$ cat config.mk
export PLATFORM = sky130hd
export DESIGN_NAME = text_console_cursor_engine
export DESIGN_NICKNAME = d
export VERILOG_FILES = /design/src/rtl/tcce_pkg.sv /design/src/rtl/tcce_ctrl.sv /design/src/rtl/tcce_dp.sv /design/src/rtl/text_console_cursor_engine.sv
export VERILOG_INCLUDE_DIRS = /design/src /design/src/rtl
export SDC_FILE = /design/constraint.sdc
export NUM_CORES = 1
export LEC_CHECK = 0
export BUFFER_PORTS_ARGS = -buffer_cell sky130_fd_sc_hd__buf_2
export CORE_MARGIN = 1
export CORE_UTILIZATION = 40
export CTS_BUF_LIST = sky130_fd_sc_hd__clkbuf_4 sky130_fd_sc_hd__clkbuf_8 sky130_fd_sc_hd__clkbuf_16
export CTS_CLUSTER_DIAMETER = 50
export CTS_CLUSTER_SIZE = 30
export DETAILED_ROUTE_END_ITERATION = 10
export PLACE_DENSITY = 0.57
export SYNTH_ARGS = -nofsm -noshare
export SYNTH_HDL_FRONTEND = slang
export SYNTH_SLANG_ARGS = --single-unit
export TNS_END_PERCENT = 30
$ cat constraint.sdc
create_clock -name i_clk -period 7.1 [get_ports i_clk]
set_input_delay 1.42 -clock i_clk [delete_from_list [all_inputs] [get_ports i_clk]]
set_output_delay 1.42 -clock i_clk [all_outputs]
set_load 0.05 [all_outputs]
$ cat src/rtl/text_console_cursor_engine_defines.svh
// ----------------------------------------------------------------------------
// Text console cursor engine - assertion macros
// Shared concurrent assertion forms, clocked and reset-qualified.
// ----------------------------------------------------------------------------
`ifndef TEXT_CONSOLE_CURSOR_ENGINE_DEFINES_SVH
`define TEXT_CONSOLE_CURSOR_ENGINE_DEFINES_SVH

// Same-cycle implication: cons must hold whenever ante holds.
`define TCCE_ASSERT_IMP(label, clk, rst_n, ante, cons, msg) \
    label: assert property (@(posedge clk) disable iff (!rst_n) (ante) |-> (cons)) \
        else $error(msg);

// Next-cycle implication: cons must hold in the cycle after ante.
`define TCCE_ASSERT_NXT(label, clk, rst_n, ante, cons, msg) \
    label: assert property (@(posedge clk) disable iff (!rst_n) (ante) |=> (cons)) \
        else $error(msg);

`endif

$ cat src/rtl/tcce_pkg.sv
// ----------------------------------------------------------------------------
// tcce_pkg
// Shared constants, types and helpers of the text console cursor engine.
// ----------------------------------------------------------------------------
package tcce_pkg;

    localparam int MAX_COLS   = 128;
    localparam int MAX_ROWS   = 64;
    localparam int MAX_TAB    = 16;

    localparam int COL_W      = 7;
    localparam int ROW_W      = 6;
    localparam int NC_W       = 8;
    localparam int NR_W       = 7;
    localparam int TW_W       = 5;
    localparam int POS_W      = 13;
    localparam int CNT_W      = 8;
    localparam int CH_W       = 8;
    localparam int PROD_W     = ROW_W + NC_W;
    localparam int SUM_W      = PROD_W + 1;

    localparam int CFG_IDX_W  = 2;
    localparam int CFG_DATA_W = 8;
    localparam int IN_DATA_W  = 24;
    localparam int OUT_DATA_W = 48;
    localparam int OUT_USED_W = 2 * POS_W + CNT_W + CH_W + 1;

    localparam int DIV_CNT_W  = 3;

    typedef enum logic [CFG_IDX_W-1:0] {
        CFG_COLUMNS   = 2'd0,
        CFG_ROWS      = 2'd1,
        CFG_TAB_STOP  = 2'd2
    } t_cfg_idx;

    localparam logic [CH_W-1:0] CH_CR    = 8'h0D;
    localparam logic [CH_W-1:0] CH_LF    = 8'h0A;
    localparam logic [CH_W-1:0] CH_TAB   = 8'h09;
    localparam logic [CH_W-1:0] CH_BS    = 8'h08;
    localparam logic [CH_W-1:0] CH_SPACE = 8'h20;
    localparam logic [CH_W-1:0] CH_NONE  = 8'h00;

    localparam logic [NC_W-1:0] COLS_RST = 8'd80;
    localparam logic [NR_W-1:0] ROWS_RST = 7'd25;
    localparam logic [TW_W-1:0] TAB_RST  = 5'd8;

    typedef enum logic [2:0] {
        K_SET   = 3'd0,
        K_BS    = 3'd1,
        K_NL    = 3'd2,
        K_TAB   = 3'd3,
        K_PRINT = 3'd4
    } t_kind;

    // Sequencer commands to the datapath.
    typedef struct packed {
        logic capture;
        logic div_step;
        logic calc;
        logic mul_start;
        logic mul_cursor;
        logic load_out;
    } t_dp_cmd;

    // Datapath status back to the sequencer.
    typedef struct packed {
        logic in_is_tab;
        logic div_done;
    } t_dp_sts;

    function automatic logic [NC_W-1:0] clamp_cols(input logic [CFG_DATA_W-1:0] v);
        logic [NC_W-1:0] res;
        if (v == '0)
            res = NC_W'(1);
        else if (v > CFG_DATA_W'(MAX_COLS))
            res = NC_W'(MAX_COLS);
        else
            res = NC_W'(v);
        return res;
    endfunction

    function automatic logic [NR_W-1:0] clamp_rows(input logic [CFG_DATA_W-1:0] v);
        logic [NR_W-1:0] res;
        if (v[NR_W-1:0] == '0)
            res = NR_W'(1);
        else if (v[NR_W-1:0] > NR_W'(MAX_ROWS))
            res = NR_W'(MAX_ROWS);
        else
            res = v[NR_W-1:0];
        return res;
    endfunction

    function automatic logic [TW_W-1:0] clamp_tab(input logic [CFG_DATA_W-1:0] v);
        logic [TW_W-1:0] res;
        if (v[TW_W-1:0] == '0)
            res = TW_W'(1);
        else if (v[TW_W-1:0] > TW_W'(MAX_TAB))
            res = TW_W'(MAX_TAB);
        else
            res = v[TW_W-1:0];
        return res;
    endfunction

endpackage

$ cat src/rtl/tcce_ctrl.sv
// ----------------------------------------------------------------------------
// tcce_ctrl
// Sequencer: accepts an item, steps the tab divider, the update and the
// two position multiplies, and hands the result to the output register.
// ----------------------------------------------------------------------------
`include "text_console_cursor_engine_defines.svh"

module tcce_ctrl
    import tcce_pkg::*;
(
    input  logic    i_clk,
    input  logic    i_rst_n,
    input  logic    i_in_valid,
    output logic    o_in_ready,
    output logic    o_out_valid,
    input  logic    i_out_ready,
    input  t_dp_sts i_sts,
    output t_dp_cmd o_cmd
);

    typedef enum logic [5:0] {
        S_IDLE = 6'b000001,
        S_DIV  = 6'b000010,
        S_CALC = 6'b000100,
        S_MULS = 6'b001000,
        S_MULC = 6'b010000,
        S_DONE = 6'b100000
    } t_state;

    t_state r_state, n_state;
    logic   r_out_valid, n_out_valid;
    logic   w_accept;
    logic   w_slot_free;

    assign w_accept    = i_in_valid && (r_state == S_IDLE);
    assign w_slot_free = !r_out_valid || i_out_ready;
    assign o_in_ready  = (r_state == S_IDLE);
    assign o_out_valid = r_out_valid;

    always_comb begin
        n_state = r_state;
        o_cmd   = '0;
        unique case (r_state)
            S_IDLE: begin
                if (w_accept) begin
                    o_cmd.capture = 1'b1;
                    n_state = i_sts.in_is_tab ? S_DIV : S_CALC;
                end
            end
            S_DIV: begin
                o_cmd.div_step = 1'b1;
                if (i_sts.div_done) begin
                    n_state = S_CALC;
                end
            end
            S_CALC: begin
                o_cmd.calc = 1'b1;
                n_state    = S_MULS;
            end
            S_MULS: begin
                o_cmd.mul_start = 1'b1;
                n_state         = S_MULC;
            end
            S_MULC: begin
                o_cmd.mul_cursor = 1'b1;
                n_state          = S_DONE;
            end
            S_DONE: begin
                if (w_slot_free) begin
                    o_cmd.load_out = 1'b1;
                    n_state        = S_IDLE;
                end
            end
            default: begin
                n_state = S_IDLE;
            end
        endcase
    end

    always_comb begin
        if (o_cmd.load_out)
            n_out_valid = 1'b1;
        else if (i_out_ready)
            n_out_valid = 1'b0;
        else
            n_out_valid = r_out_valid;
    end

    always_ff @(posedge i_clk) begin
        if (!i_rst_n) begin
            r_state     <= S_IDLE;
            r_out_valid <= 1'b0;
        end else begin
            r_state     <= n_state;
            r_out_valid <= n_out_valid;
        end
    end

    `TCCE_ASSERT_NXT(a_accept_leaves_idle, i_clk, i_rst_n, w_accept, r_state != S_IDLE, "accepted item did not start work")
    `TCCE_ASSERT_IMP(a_load_slot_free, i_clk, i_rst_n, o_cmd.load_out, w_slot_free, "result overwrote an untaken result")
    `TCCE_ASSERT_NXT(a_div_exit, i_clk, i_rst_n, (r_state == S_DIV) && i_sts.div_done, r_state == S_CALC, "divider exit missed")
    `TCCE_ASSERT_IMP(a_valid_from_load, i_clk, i_rst_n, $rose(r_out_valid), $past(o_cmd.load_out), "result valid without a load")

endmodule

$ cat src/rtl/tcce_dp.sv
// ----------------------------------------------------------------------------
// tcce_dp
// Datapath: configuration, cursor state, tab-stop divider, cursor update,
// row*columns+col multiplier and the output register.
// ----------------------------------------------------------------------------
module tcce_dp
    import tcce_pkg::*;
(
    input  logic                  i_clk,
    input  logic                  i_rst_n,
    input  logic                  i_cfg_we,
    input  logic [CFG_IDX_W-1:0]  i_cfg_index,
    input  logic [CFG_DATA_W-1:0] i_cfg_data,
    input  logic                  i_in_action,
    input  logic [IN_DATA_W-1:0]  i_in_data,
    input  t_dp_cmd               i_cmd,
    output t_dp_sts               o_sts,
    output logic [OUT_DATA_W-1:0] o_out_data
);

    // configuration, held as effective (clamped) values
    logic [NC_W-1:0]       r_nc;
    logic [NR_W-1:0]       r_nr;
    logic [TW_W-1:0]       r_tw;

    // cursor state
    logic [ROW_W-1:0]      r_row;
    logic [COL_W-1:0]      r_col;

    // per-item working registers
    t_kind                 r_kind;
    logic [CH_W-1:0]       r_ch;
    logic [ROW_W-1:0]      r_wr;
    logic [COL_W-1:0]      r_wc;
    logic [ROW_W-1:0]      r_sr;
    logic [COL_W-1:0]      r_sc;
    logic [TW_W-1:0]       r_rem;
    logic [DIV_CNT_W-1:0]  r_qcnt;
    logic [CNT_W-1:0]      r_cnt;
    logic [CH_W-1:0]       r_fch;
    logic                  r_scr;
    logic [POS_W-1:0]      r_start;
    logic [POS_W-1:0]      r_pos;
    logic [OUT_DATA_W-1:0] r_out;

    logic [CH_W-1:0]       w_in_ch;
    logic [ROW_W-1:0]      w_in_srow;
    logic [COL_W-1:0]      w_in_scol;
    logic [NC_W-1:0]       w_nc_m1;
    logic [NR_W-1:0]       w_nr_m1;
    logic [ROW_W-1:0]      w_cur_r;
    logic [COL_W-1:0]      w_cur_c;
    logic [ROW_W-1:0]      w_set_r;
    logic [COL_W-1:0]      w_set_c;
    t_kind                 w_kind;

    logic [TW_W:0]         w_rem_sh;
    logic                  w_rem_ge;
    logic [DIV_CNT_W-1:0]  w_bit_idx;

    logic [NC_W-1:0]       w_c8;
    logic [NC_W-1:0]       w_tab_c;
    logic [NC_W-1:0]       w_newc;
    logic                  w_wrap;
    logic [NR_W-1:0]       w_r_nxt;
    logic                  w_ovf;
    logic [ROW_W-1:0]      w_adv_r;
    logic [COL_W-1:0]      w_adv_c;
    logic                  w_home;
    logic [ROW_W-1:0]      w_bs_r;
    logic [COL_W-1:0]      w_bs_c;

    logic [ROW_W-1:0]      n_sr, n_wr;
    logic [COL_W-1:0]      n_sc, n_wc;
    logic [CNT_W-1:0]      n_cnt;
    logic [CH_W-1:0]       n_fch;
    logic                  n_scr;

    logic [ROW_W-1:0]      w_mul_r;
    logic [COL_W-1:0]      w_mul_c;
    logic [PROD_W-1:0]     w_prod;
    logic [SUM_W-1:0]      w_sum;

    // input fields, lowest first: ch, set_row, set_col
    assign w_in_ch   = i_in_data[CH_W-1:0];
    assign w_in_srow = i_in_data[CH_W +: ROW_W];
    assign w_in_scol = i_in_data[CH_W+ROW_W +: COL_W];

    assign w_nc_m1 = r_nc - NC_W'(1);
    assign w_nr_m1 = r_nr - NR_W'(1);

    // clamp the cursor into the current screen, and the set request too
    assign w_cur_r = ({1'b0, r_row} < r_nr) ? r_row : w_nr_m1[ROW_W-1:0];
    assign w_cur_c = ({1'b0, r_col} < r_nc) ? r_col : w_nc_m1[COL_W-1:0];
    assign w_set_r = ({1'b0, w_in_srow} < r_nr) ? w_in_srow : w_nr_m1[ROW_W-1:0];
    assign w_set_c = ({1'b0, w_in_scol} < r_nc) ? w_in_scol : w_nc_m1[COL_W-1:0];

    always_comb begin
        if (i_in_action)
            w_kind = K_SET;
        else if (w_in_ch == CH_BS)
            w_kind = K_BS;
        else if ((w_in_ch == CH_CR) || (w_in_ch == CH_LF))
            w_kind = K_NL;
        else if (w_in_ch == CH_TAB)
            w_kind = K_TAB;
        else
            w_kind = K_PRINT;
    end

    assign o_sts.in_is_tab = (w_kind == K_TAB);
    assign o_sts.div_done  = (r_qcnt == DIV_CNT_W'(COL_W - 1));

    // restoring remainder, one column bit per step, MSB first
    assign w_bit_idx = DIV_CNT_W'(COL_W - 1) - r_qcnt;
    assign w_rem_sh  = {r_rem, r_wc[w_bit_idx]};
    assign w_rem_ge  = (w_rem_sh >= {1'b0, r_tw});

    // advance for newline, tab and printable
    assign w_c8    = {1'b0, r_wc};
    assign w_tab_c = w_c8 - NC_W'(r_rem) + NC_W'(r_tw);

    always_comb begin
        unique case (r_kind)
            K_NL:    w_newc = r_nc;
            K_TAB:   w_newc = (w_tab_c > r_nc) ? r_nc : w_tab_c;
            default: w_newc = w_c8 + NC_W'(1);
        endcase
    end

    assign w_wrap  = (w_newc >= r_nc);
    assign w_r_nxt = w_wrap ? ({1'b0, r_wr} + NR_W'(1)) : {1'b0, r_wr};
    assign w_ovf   = (w_r_nxt >= r_nr);
    assign w_adv_r = w_ovf ? w_nr_m1[ROW_W-1:0] : w_r_nxt[ROW_W-1:0];
    assign w_adv_c = w_wrap ? '0 : w_newc[COL_W-1:0];

    // backspace: step back one cell; from column 0 onto the last column of the line above
    assign w_home = (r_wr == '0) && (r_wc == '0);
    always_comb begin
        if (r_wc != '0) begin
            w_bs_r = r_wr;
            w_bs_c = r_wc - COL_W'(1);
        end else if (w_home) begin
            w_bs_r = r_wr;
            w_bs_c = r_wc;
        end else begin
            w_bs_r = r_wr - ROW_W'(1);
            w_bs_c = w_nc_m1[COL_W-1:0];
        end
    end

    always_comb begin
        n_sr  = r_wr;
        n_sc  = r_wc;
        n_wr  = r_wr;
        n_wc  = r_wc;
        n_cnt = '0;
        n_fch = CH_NONE;
        n_scr = 1'b0;
        unique case (r_kind)
            K_SET: begin
                n_sr = r_wr;
            end
            K_BS: begin
                n_sr = w_bs_r;
                n_sc = w_bs_c;
                n_wr = w_bs_r;
                n_wc = w_bs_c;
                if (!w_home) begin
                    n_cnt = CNT_W'(1);
                    n_fch = CH_SPACE;
                end
            end
            K_NL, K_TAB, K_PRINT: begin
                n_wr  = w_adv_r;
                n_wc  = w_adv_c;
                n_cnt = w_newc - w_c8;
                n_fch = (r_kind == K_PRINT) ? r_ch : CH_SPACE;
                n_scr = w_ovf;
            end
            default: begin
                n_sr = r_wr;
            end
        endcase
    end

    // one multiplier, shared by fill start and cursor position
    assign w_mul_r = i_cmd.mul_start ? r_sr : r_wr;
    assign w_mul_c = i_cmd.mul_start ? r_sc : r_wc;
    assign w_prod  = PROD_W'(w_mul_r) * PROD_W'(r_nc);
    assign w_sum   = SUM_W'(w_prod) + SUM_W'(w_mul_c);

    always_ff @(posedge i_clk) begin
        if (!i_rst_n) begin
            r_nc  <= COLS_RST;
            r_nr  <= ROWS_RST;
            r_tw  <= TAB_RST;
            r_row <= '0;
            r_col <= '0;
        end else begin
            if (i_cfg_we) begin
                unique case (i_cfg_index)
                    CFG_COLUMNS:   r_nc <= clamp_cols(i_cfg_data);
                    CFG_ROWS:      r_nr <= clamp_rows(i_cfg_data);
                    CFG_TAB_STOP:  r_tw <= clamp_tab(i_cfg_data);
                    default: begin
                        r_nc <= r_nc;
                    end
                endcase
            end
            if (i_cmd.calc) begin
                r_row <= n_wr;
                r_col <= n_wc;
            end
        end
    end

    always_ff @(posedge i_clk) begin
        if (i_cmd.capture) begin
            r_kind <= w_kind;
            r_ch   <= w_in_ch;
            r_wr   <= i_in_action ? w_set_r : w_cur_r;
            r_wc   <= i_in_action ? w_set_c : w_cur_c;
            r_rem  <= '0;
            r_qcnt <= '0;
        end
        if (i_cmd.div_step) begin
            r_rem  <= w_rem_ge ? TW_W'(w_rem_sh - {1'b0, r_tw}) : w_rem_sh[TW_W-1:0];
            r_qcnt <= r_qcnt + DIV_CNT_W'(1);
        end
        if (i_cmd.calc) begin
            r_sr  <= n_sr;
            r_sc  <= n_sc;
            r_wr  <= n_wr;
            r_wc  <= n_wc;
            r_cnt <= n_cnt;
            r_fch <= n_fch;
            r_scr <= n_scr;
        end
        if (i_cmd.mul_start) begin
            r_start <= w_sum[POS_W-1:0];
        end
        if (i_cmd.mul_cursor) begin
            r_pos <= w_sum[POS_W-1:0];
        end
        if (i_cmd.load_out) begin
            r_out <= {(OUT_DATA_W - OUT_USED_W)'(0), r_pos, r_scr, r_fch, r_cnt, r_start};
        end
    end

    assign o_out_data = r_out;

endmodule

$ cat src/rtl/text_console_cursor_engine.sv
// ----------------------------------------------------------------------------
// text_console_cursor_engine
// Text-mode console cursor engine: one screen-update command per character or set-cursor item.
// ----------------------------------------------------------------------------
// Each accepted item (a character to draw or a cursor move) yields exactly one
// command: fill fill_count cells from linear cell fill_start with fill_char,
// scroll up one line if scrolled is set (whole new last line cleared), and
// load cursor_addr into the CRT cursor registers. Printable bytes write one
// cell, CR/LF pad with spaces to the line end, tab pads to the next tab stop
// (clamped at the line end), backspace blanks the previous cell and does
// nothing at home. Set-cursor requests are clamped to the screen.
// Sequence: a tab item first finds its tab-stop remainder with a 7-step
// restoring divider, one column bit per cycle. Every item then goes through
// the cursor update and two passes through the one row*columns+col multiplier.
// The result waits to enter the output register until the previous result
// has been taken. A new item is taken as soon as the engine is idle, even
// while the last result still waits in the output register. Configuration
// (columns, rows, tab stop spacing) is to be written by the user through
// i_cfg_* only while the engine is idle; the block does not enforce this.
// Values of zero or over the maximum are clamped on write; rows and tab stop
// spacing are judged from their low 7 and 5 bits only.
// ----------------------------------------------------------------------------
module text_console_cursor_engine
    import tcce_pkg::*;
(
    input  logic                  i_clk,
    input  logic                  i_rst_n,

    // configuration write port: 0 columns, 1 rows, 2 tab stop spacing
    input  logic                  i_cfg_we,
    input  logic [CFG_IDX_W-1:0]  i_cfg_index,
    input  logic [CFG_DATA_W-1:0] i_cfg_data,

    // character / set-cursor items
    input  logic                  s_axis_tvalid,
    output logic                  s_axis_tready,
    input  logic [IN_DATA_W-1:0]  s_axis_tdata,  // ch[7:0], set_row[13:8], set_col[20:14]
    input  logic                  s_axis_tuser,  // action: 0 draw, 1 set cursor

    // screen-update commands
    output logic                  m_axis_tvalid,
    input  logic                  m_axis_tready,
    output logic [OUT_DATA_W-1:0] m_axis_tdata   // fill_start[12:0], fill_count[20:13],
                                                 // fill_char[28:21], scrolled[29],
                                                 // cursor_addr[42:30]
);

    t_dp_cmd w_cmd;
    t_dp_sts w_sts;

    // sequencer: one item at a time, output register decoupled
    tcce_ctrl u_ctrl (
        .i_clk       (i_clk),
        .i_rst_n     (i_rst_n),
        .i_in_valid  (s_axis_tvalid),
        .o_in_ready  (s_axis_tready),
        .o_out_valid (m_axis_tvalid),
        .i_out_ready (m_axis_tready),
        .i_sts       (w_sts),
        .o_cmd       (w_cmd)
    );

    // datapath: config, cursor, divider, multiplier, output register
    tcce_dp u_dp (
        .i_clk       (i_clk),
        .i_rst_n     (i_rst_n),
        .i_cfg_we    (i_cfg_we),
        .i_cfg_index (i_cfg_index),
        .i_cfg_data  (i_cfg_data),
        .i_in_action (s_axis_tuser),
        .i_in_data   (s_axis_tdata),
        .i_cmd       (w_cmd),
        .o_sts       (w_sts),
        .o_out_data  (m_axis_tdata)
    );

endmodule
==> results.py <==
metrics = {
    "grt": {
        "busiest_layer": "met2",
        "use_met3_pct": 3.405,
        "grt_antenna_before_repair": 0,
        "grtUsageMet1_pct": 28.03,
        "grt.total_usage_pct": 20.97,
        "grt_pass1_vias": 8620,
        "grt_pass1_wl_um": 46600,
        "gr-total-overflow": 0,
        "use_met2_pct": 34.40,
        "grt_max_degree": 44,
    },
    "cells_and_area": {
        "drive_gt1_share_pct": 17.45,
        "antenna_cells": 0,
        "fill_cells": 2683,
        "final_cells": 1656,
        "layout.nets": 1447,
        "syn_to_final_growth_pct": 15.77,
    },
    "placement": {
        "dp_slack_ns": 0.04790,
        "place.gp.congestion": 0.8779,
        "place_hpwl_um": 22560,
        "post-place-cells": 1623,
        "numPortBuffers": 81,
    },
    "worst_setup_path": {
        "r2r_start": "u_dp.r_rem[1]",
        "critical_path_class": "reg2reg",
        "slowest_delay_ns": 0.60,
        "end_kind": "flip-flop",
        "reg2reg_depth": 28,
        "rr_endpoint": "u_dp.r_wr[3]",
        "start_kind": "flip-flop",
        "critical_path.slowest_cell": "fa_1",
        "crit_fanout": 9,
        "worstPathRequired_ns": 7.28,
        "crit_top_cell": "ha_1",
        "regToRegSetupSlack_ns": 0.28,
        "arrival_ns": 7.00,
    },
    "floorplanning": {
        "dieArea_um2": 29490,
        "die_w_um": 171.7,
        "core_um2": 28090,
        "die_h_um": 171.7,
        "io_pins": 90,
        "num_rows": 61,
        "start_util_pct": 41.03,
    },
    "yosys": {
        "synth_area_leaders": "edfxtp_1 (34%), ha_1 (11%), dfxtp_1 (6.9%)",
        "synth_common_cells": "edfxtp_1 (131), nor2_1 (113), ha_1 (105)",
        "synth_cells": 1148,
        "synth_seq_cells": 171,
        "yosysWarnings": 0,
        "synth_top_area_share_pct": 34.13,
        "synth_top_area_cell": "edfxtp_1",
        "mappedNetlistArea_um2": 11520,
        "synth-seq-area-share_pct": 41.08,
        "async_flop_share_pct": 0,
        "synth-edff-count": 131,
        "synthFlopType": "edfxtp_1",
        "syn_area_per_cell_um2": 10.04,
        "yosysMostFrequentCell": "edfxtp_1",
        "ys_types": 74,
    },
    "timing": {
        "finalSetupViolCount": 0,
        "tightest_slew_ns": 1.191,
        "skew_ns": 0.01156,
        "post-route-min-period_ns": 6.820,
        "whs_ns": 0.4083,
        "hold_violations": 0,
        "slew_headroom_pct": 20.45,
        "setup_ws_ns": 0.2798,
        "max_freq_ghz": 0.1466,
        "maxSlewViolCount": 0,
        "min_period_over_period_pct": 96.06,
    },
    "run_status": {
        "outcome": "finished, final reports clean",
    },
    "clocking": {
        "cts_max_path_buffers": 2,
        "clkLatencyLatePin_ns": 0.44,
        "holdBufCountCts": 0,
        "numCtsBuffers": 17,
        "ctsRootBufferMaster": "clkbuf_16",
        "htree_levels": 4,
        "cts.clk_slew.worst_paths_ns": 0.08,
        "clock-sinks": 171,
        "cts_tree": "yes",
    },
    "power": {
        "vdd_ir_drop_max_mv": 0.1360,
        "leakagePower_uw": 0.005628,
        "power_density_nw_per_um2": 236.7,
    },
    "drt": {
        "routedWlPerCell_um": 17.88,
        "via_per_inst": 5.361,
        "ant_nets": 0,
        "route.detailed.drc": 0,
        "routed_wl_um": 29610,
        "drt_iter0_drc": 564,
        "vias": 8877,
        "dr.pass1.iters": 5,
    },
    "min_path": {
        "hp-class": "reg2reg",
        "worst_hold_startpoint": "u_dp.r_pos[10]",
        "hold_depth": 0,
        "min_to": "u_dp.o_out_data[40]",
    },
    "run": {
        "maxCapViolCount": 0,
    },
}
==> registers in the layout, summed over array words and instances (netlist names), 6 cells and up <==
name	count
u_dp.r_wr	6
u_dp.r_nr	7
u_dp.r_sc	7
u_dp.r_wc	7
u_dp.r_col	7
u_dp.r_cnt	8
u_dp.r_row	6
u_dp.r_ch	8
u_dp.r_nc	8
u_dp.r_pos	13
u_dp.r_start	13
u_dp.r_fch	8
u_dp.o_out_data	43
u_ctrl.r_state	6
u_dp.r_sr	6
==> power breakdown <==
part           leakage, µW  switching (µW)  total, µW  internal (µW)
Sequential         0.00153            37.5       1180           1140
Combinational      0.00382             603       1060            452
Clock             0.000275             427        922            494
Total              0.00563            1070       3160           2090
==> cells in the final DEF (no fill, tap or decap), drive strengths merged, types with 9 or more instances in the layout <==
cell type | synthesis | layout
nor3 | 30 | 30
inv | 95 | 102
xnor2 | 40 | 40
or3 | 12 | 12
nand2 | 80 | 80
a21o | 17 | 17
or2 | 9 | 9
dfxtp | 40 | 40
o21ai | 67 | 67
nand2b | 19 | 19
a31oi | 16 | 16
a21oi | 71 | 71
a211oi | 11 | 11
fa | 35 | 35
ha | 105 | 105
buf | 15 | 141
nor2b | 17 | 17
nand3 | 18 | 18
mux2i | 25 | 25
clkbuf | 31 | 18
and3 | 15 | 15
nor3b | 13 | 13
edfxtp | 131 | 131
nor2 | 114 | 114
==> critical path, delay by kind of cell (launching register included) <==
kind	cells	cell delay [ns]
DFF	1	0.42
adders and majority gates	5	1.93
xor gates and xnor gates	1	0.11
buffers and inverters	3	0.49
AOI/OAI and AO/OA	17	3.34
and+or+nand+nor	2	0.27
==> layout make-up <==
cell class	count	area [µm²]	area share, %
Timing Repair Buffer	142	879.6	6.592
Sequential cell	171	4735	35.48
Inverter	100	375.4	2.813
Multi-Input combinational cell	835	6317	47.35
Clock inverter	12	130.1	0.9752
Clock buffer	18	432.9	3.245
Tap cell	378	473.0	3.545
==> per-stage QoR <==
stage,total power (µW),TNS (ns),cell area [µm²],utilization (%)
2_1_floorplan,1897,0,11540,-
3_3_place_gp,2189,0,12650,45.05
3_5_place_dp,2209,0,12650,45.05
4_1_cts,3144,0,13220,47.08
5_1_grt,3338,-0.2172,13340,47.51
6_report,3159,0,13340,47.51
==> routing by layer <==
layer	up-vias	wire length (µm)
li1	4346	-
met5	-	0
met1	4205	13010
met2	281	13980
met4	0	610
met3	45	2011
==> cells by family after synthesis <==
kind of cell               after synthesis  share of synthesized area, %
and+or+nand+nor                        355                         15.05
AOI/OAI and AO/OA                      253                         14.40
DFF                                    171                         41.08
buffers and inverters                  146                         5.168
adders and majority gates              140                         17.48
xor gates and xnor gates                48                         3.648
muxes                                   34                         3.148
other                                    1                       0.03254
==> worst max-delay path by stage <==
stage / startpoint / to / depth (start not counted)
after floorplan: u_dp.r_wc[4] / u_dp.r_wr[3] / 27
after global placement: u_dp.r_rem[2] / u_dp.r_wr[3] / 28
after detailed placement: u_dp.r_rem[2] / u_dp.r_wr[3] / 28
after CTS: u_dp.r_rem[1] / u_dp.r_wr[2] / 31
after global routing: u_dp.r_rem[1] / u_dp.r_wr[3] / 30
final: u_dp.r_rem[1] / u_dp.r_wr[3] / 28
==> timing repair <==
item,4_1_cts,5_1_grt
gates resized for setup,1,21
setup buffers,0,2
endpoints found under the hold margin,0,0
cloned,0,1
pin swaps,0,7
setup endpoints to repair,1,13
Note: power is estimated with default switching activity, not from simulation.
